--- src/design/lesm_pkg.sv ---
`timescale 1ns / 1ps
`default_nettype none
package lesm_pkg;

  // Zone count and brightness limits
  localparam int unsigned ZONES       = 8;
  localparam int unsigned ZONE_W      = 7;
  localparam int unsigned TOTAL_W     = 10;
  localparam logic [ZONE_W-1:0]  FULL_PCT    = 7'd100;
  localparam logic [TOTAL_W-1:0] BASE_PER_MS = TOTAL_W'(ZONES * 100);

  // Savings scaling in hundredths of a percent
  localparam int unsigned SAV_W = 14;
  localparam logic [SAV_W-1:0] SAV_SCALE = 14'd10000;

  // Long division over the widest dividend (64 x 16 bit product)
  localparam int unsigned DIVD_W    = 80;
  localparam int unsigned DIV_STEPS = DIVD_W;
  localparam int unsigned CNT_W     = $clog2(DIV_STEPS);

  // Energy scaling: mWh = accum * deciwatts / 3600000, where
  // 3600000 = 128 * 28125. Divide by 28125 one 16-bit digit at a time;
  // each digit is estimated as (x * RECIP) >> 46, exact for x below 2^31.
  localparam int unsigned MWH_SHIFT    = 7;
  localparam int unsigned MWH_REM_W    = 15;
  localparam int unsigned MWH_DIG_W    = 16;
  localparam int unsigned MWH_X_W      = MWH_REM_W + MWH_DIG_W;
  localparam int unsigned MWH_RECIP_SH = 46;
  localparam logic [MWH_REM_W-1:0] MWH_ODD   = 15'd28125;
  localparam logic [31:0]          MWH_RECIP = 32'd2501999793;
  // Each digit takes an estimate step, then a remainder step
  localparam int unsigned MWH_STEPS = 2 * (DIVD_W / MWH_DIG_W);

  typedef enum logic [1:0] {
    KIND_START   = 2'd0,
    KIND_ACCUM   = 2'd1,
    KIND_IGNORED = 2'd2
  } kind_t;

  typedef struct packed {
    logic [63:0]       time_ms;
    logic [ZONE_W-1:0] zone_brightness_0;
    logic [ZONE_W-1:0] zone_brightness_1;
    logic [ZONE_W-1:0] zone_brightness_2;
    logic [ZONE_W-1:0] zone_brightness_3;
    logic [ZONE_W-1:0] zone_brightness_4;
    logic [ZONE_W-1:0] zone_brightness_5;
    logic [ZONE_W-1:0] zone_brightness_6;
    logic [ZONE_W-1:0] zone_brightness_7;
  } in_word_t;

  typedef struct packed {
    logic [1:0]       update_kind;
    logic [SAV_W-1:0] savings_hundredths;
    logic [62:0]      actual_energy_mwh;
    logic [62:0]      baseline_energy_mwh;
  } out_word_t;

  // Commands from the sequencer to the datapath
  typedef struct packed {
    logic load;
    logic mult;
    logic accum;
    logic prod;
    logic nprod;
    logic nsum;
    logic div_step;
    logic mwh_mul;
    logic mwh_sub;
    logic out_load;
  } cmd_t;

endpackage
`default_nettype wire

--- src/design/lesm_ctrl.sv ---
`timescale 1ns / 1ps
`default_nettype none
module lesm_ctrl (
  input  logic           clk,
  input  logic           rst_n,
  input  logic           in_valid,
  output logic           in_ready,
  output logic           out_valid,
  input  logic           out_ready,
  output lesm_pkg::cmd_t cmd
);
  import lesm_pkg::*;

  typedef enum logic [7:0] {
    S_IDLE  = 8'b0000_0001,
    S_MULT  = 8'b0000_0010,
    S_ACCUM = 8'b0000_0100,
    S_PROD  = 8'b0000_1000,
    S_NPROD = 8'b0001_0000,
    S_NSUM  = 8'b0010_0000,
    S_DIV   = 8'b0100_0000,
    S_OUT   = 8'b1000_0000
  } state_t;

  state_t           state_r, state_nxt;
  logic [CNT_W-1:0] cnt_r, cnt_nxt;
  logic             out_valid_r, out_valid_nxt;
  logic             accept;
  logic             out_free;
  logic             mwh_busy;

  assign in_ready  = (state_r == S_IDLE);
  assign accept    = in_valid && in_ready;
  assign out_free  = !out_valid_r || out_ready;
  assign out_valid = out_valid_r;

  // Energy digits run during the first divider steps
  assign mwh_busy  = (state_r == S_DIV) && (cnt_r < CNT_W'(MWH_STEPS));

  always_comb begin
    cmd          = '0;
    cmd.load     = accept;
    cmd.mult     = (state_r == S_MULT);
    cmd.accum    = (state_r == S_ACCUM);
    cmd.prod     = (state_r == S_PROD);
    cmd.nprod    = (state_r == S_NPROD);
    cmd.nsum     = (state_r == S_NSUM);
    cmd.div_step = (state_r == S_DIV);
    cmd.mwh_mul  = mwh_busy && !cnt_r[0];
    cmd.mwh_sub  = mwh_busy && cnt_r[0];
    cmd.out_load = (state_r == S_OUT) && out_free;
  end

  always_comb begin
    state_nxt = state_r;
    cnt_nxt   = cnt_r;
    unique case (state_r)
      S_IDLE:  if (accept) state_nxt = S_MULT;
      S_MULT:  state_nxt = S_ACCUM;
      S_ACCUM: state_nxt = S_PROD;
      S_PROD:  state_nxt = S_NPROD;
      S_NPROD: state_nxt = S_NSUM;
      S_NSUM: begin
        cnt_nxt   = '0;
        state_nxt = S_DIV;
      end
      S_DIV: begin
        cnt_nxt = cnt_r + CNT_W'(1);
        if (cnt_r == CNT_W'(DIV_STEPS - 1)) state_nxt = S_OUT;
      end
      S_OUT:   if (out_free) state_nxt = S_IDLE;
      default: state_nxt = S_IDLE;
    endcase
  end

  always_comb begin
    out_valid_nxt = out_valid_r;
    if (cmd.out_load) out_valid_nxt = 1'b1;
    else if (out_ready) out_valid_nxt = 1'b0;
  end

  always_ff @(posedge clk) begin
    if (!rst_n) begin
      state_r     <= S_IDLE;
      cnt_r       <= '0;
      out_valid_r <= 1'b0;
    end else begin
      state_r     <= state_nxt;
      cnt_r       <= cnt_nxt;
      out_valid_r <= out_valid_nxt;
    end
  end

endmodule
`default_nettype wire

--- config.mk ---
export PLATFORM = sky130hd
export DESIGN_NAME = lesm_ctrl
export DESIGN_NICKNAME = d
export VERILOG_FILES = /design/src/design/lesm_pkg.sv /design/src/design/lesm_ctrl.sv
export SDC_FILE = /design/constraint.sdc
export NUM_CORES = 1
export LEC_CHECK = 0
export BUFFER_PORTS_ARGS = -buffer_cell sky130_fd_sc_hd__buf_2
export CAP_MARGIN = 10
export CORE_MARGIN = 3
export CORE_UTILIZATION = 40
export DETAILED_ROUTE_END_ITERATION = 10
export GPL_TIMING_DRIVEN = 0
export SYNTH_ARGS = -nofsm -noshare
export SYNTH_HDL_FRONTEND = slang
export SYNTH_SLANG_ARGS = --single-unit
--- constraint.sdc ---
create_clock -name clk -period 2.4 [get_ports clk]
set_input_delay 0.24 -clock clk [delete_from_list [all_inputs] [get_ports clk]]
set_output_delay 0.24 -clock clk [all_outputs]
set_load 0.005 [all_outputs]
==> out/metrics.yaml <==
outcome:
  outcome: "finished clean"
clock_network:
  path_clk_slew_ps: 90
  ctsLongestPathBuffers: 2
  cts-root-buf: "clkbuf_4"
  cts_setup_buffers: 0
  clock_sinks: 16
  insertion_delay_ps: 290
  cts_hold_buf: 0
  cts_inserted_buffers: 3
  cts_tree: "built"
  cts-htree-levels: 1
logic_synthesis:
  syn_area_sq_um: 930
  seq_area_frac_synth_pct: 34.5
  synth_cells: 106
  ys.flop_type: "dfxtp_1"
  synth.distinct_cells: 38
  async_flop_share_pct: 0
  ys_ff_latch: 16
  avgSynthCellArea_sq_um: 8.77
  ys.warnings.count: 0
  synth_nets: 111
  synth_edf_count: 0
die:
  dieWidth_microns: 54.2
  row_count: 16
  io_pins: 16
  dieHeight_microns: 54.2
  start_util_pct: 44.7
  core_sq_um: 2080
  die-area_sq_um: 2940
grt:
  grt_max_degree: 11
  grt_use_met3_pct: 5.72
  antenna_found_initial: 0
  grt_pass1_wl_microns: 2880
  gr-total-overflow: 0
  top_usage_layer: "met2"
  use_met2_pct: 21.1
  grt_pass1_vias: 681
  grt_use_met1_pct: 17.1
  grtUsageTotal_pct: 13.4
pwr:
  p_leak_nw: 0.522
  seq_power_share_pct: 51.9
  p_switching_mw: 0.128
  vdd_drop_max_mv: 0.340
  powerDensity_nw_per_um2: 488
  clockPowerShare_pct: 33.2
  intPower_mw: 0.403
  power_frac_comb_pct: 14.8
  swShare_pct: 24.1
setup_path:
  crit_slowest_cell: "or4_4"
  crit_path_max_fanout: 8
  critical_path_class: "reg -> out"
  start_kind: "flop"
  path_cells: "buf_6 -> or4_4 -> or3_4 -> nor3_4 -> and2_1 -> buf_4 -> buf_2"
  cp.required_ps: 2160
  worst-path-buf-inv: 3
  critPathTopFamily: "simple AND/OR/NAND/NOR gates"
  endpoint_kind: "output pin"
  worstPathArrival_ps: 2050
  slowest_delay_ps: 490
route:
  wl_per_cell_microns: 11.5
  first_pass_iters: 4
  wl_microns: 1750
  postRouteAntennaNets: 0
  avgViaCountPerCell: 5.24
  drtIter0Drc: 7
  vias: 796
  drc: 0
sta:
  fin_crit_sh_pct: 95.5
  finalClockSkew_ps: 3.09
  finalHoldViolations: 0
  slew_viol_final: 0
  fmax_mhz: 436
  tightest_slew_ps: 498
  rsz0062_at_grt: "false"
  relSlewSlack_pct: 66.8
  finalSetupViolations: 0
  finalCriticalPeriod_ps: 2290
  setup_ws_ps: 109
  setup_tns_ps: 0
worst_hold_path:
  hold_path.class: "in -> reg"
place:
  io_buffer_count: 15
  place_ws_ps: 389
  gp_congestion: 0.755
  dp_hpwl_microns: 1330
cells_and_area:
  nNetsFinal: 131
  num_antenna_cells: 0
  drive_above_1_share_pct: 26.4
  area_growth_pct: 17.0
job:
  drv_cap: 0
flip-flops by register name, summed over array words and instances (netlist names):
| name | count |
|---|---|
| cnt_r | 7 |
| out_valid | 1 |
| state_r | 8 |
through the flow:
stage	utilization [%]	power [mW]	std cells	cell area [sq um]	hold slack, ps
finish	52.2	0.530	152	1090	231
global route	52.2	0.557	152	1090	236
detailed placement	49.9	0.355	148	1040	494
global placement	49.9	0.355	148	1040	484
floorplan	-	0.336	106	930	386
CTS	51.6	0.530	152	1070	227
cell usage in the layout, fill, tap and decap left out, types with 2 or more instances in the layout:
master    instances
mux2i_1           3
and3_1            6
nand2_1           8
nand4_1           3
nor2b_1           6
buf_2            16
buf_4             3
nand3_1           5
inv_1             5
nor3_1            3
o21bai_1          2
buf_6             2
nand2b_1          3
a21o_1            2
o21ai_0           4
xor2_1            2
dfxtp_1          16
nor2_1            8
clkbuf_4          3
nor3b_1           3
or4_4             2
nand4b_1          2
path summary, 6_finish.rpt:
check | from | end | slack (ps) | cells after the start
hold / removal | in_valid | state_r[1]$_SDFFE_PN0P_ | 230 | 2
setup reg to reg | state_r[1]$_SDFFE_PN0P_ | state_r[0]$_SDFFE_PN1P_ | 520 | 5
hold reg to reg | cnt_r[5]$_SDFFE_PN0P_ | cnt_r[5]$_SDFFE_PN0P_ | 510 | 2
setup / recovery | state_r[5]$_SDFFE_PN0P_ | cmd[9] | 110 | 7
logic make-up (layout without fill, tap and decap cells):
| kind of cell | Yosys count | in the layout | share of synthesized area [%] |
|---|---|---|---|
| and+or+nand+nor | 55 | 55 | 35.1 |
| DFF | 16 | 16 | 34.5 |
| buffers and inverters | 12 | 31 | 7.81 |
| AOI/OAI and AO/OA | 16 | 16 | 15.2 |
| xor gates and xnor gates | 3 | 3 | 2.83 |
| adders and majority gates | 1 | 1 | 1.35 |
| muxes | 3 | 3 | 3.23 |
layer usage:
metal	vias to the layer above	wire length [microns]
met5	-	0
met4	0	7
met3	2	71
met2	14	820
met1	366	849
li1	414	-
cells in the mapped netlist, types with 2 or more instances:
cell type | instances | area share [%]
nor3b_1 | 3 | 2.4
mux2i_1 | 3 | 3.2
buf_6 | 2 | 2.4
nor3_1 | 3 | 1.6
nand2_1 | 8 | 3.2
nand2b_1 | 3 | 2.0
o21ai_0 | 4 | 2.2
nand4b_1 | 2 | 1.9
buf_4 | 3 | 2.4
a21o_1 | 2 | 1.6
nor2_1 | 8 | 3.2
nor2b_1 | 6 | 4.0
nand4_1 | 3 | 2.0
or4_4 | 2 | 2.4
inv_1 | 5 | 2.0
o21bai_1 | 2 | 1.6
nand3_1 | 5 | 2.7
dfxtp_1 | 16 | 34
xor2_1 | 2 | 1.9
and3_1 | 6 | 4.0
layout make-up:
class	instances	area (sq um)
fill	210	995
inverter	5	18.8
tap	27	33.8
timing repair buffer	15	75.1
buffer	7	53.8
clock buffer	4	36.3
multi-input combinational	78	549
sequential	16	320
power by group through the flow:
stage                     registers, mW  clock network [mW]  logic (mW)
final                             0.275               0.176      0.0787
after global placement            0.281                   0      0.0736
after floorplan                   0.280                   0      0.0561
after detailed placement          0.281                   0      0.0742
after CTS                         0.275               0.181      0.0744
after global routing              0.277               0.192      0.0884
what timing repair did:
item                                    4_1_cts  5_1_grt
hold endpoints to repair                      0        0
endpoints found under the setup margin        0        4
resized for setup                             0        2
No activity file was read; power rests on OpenSTA's default activity.
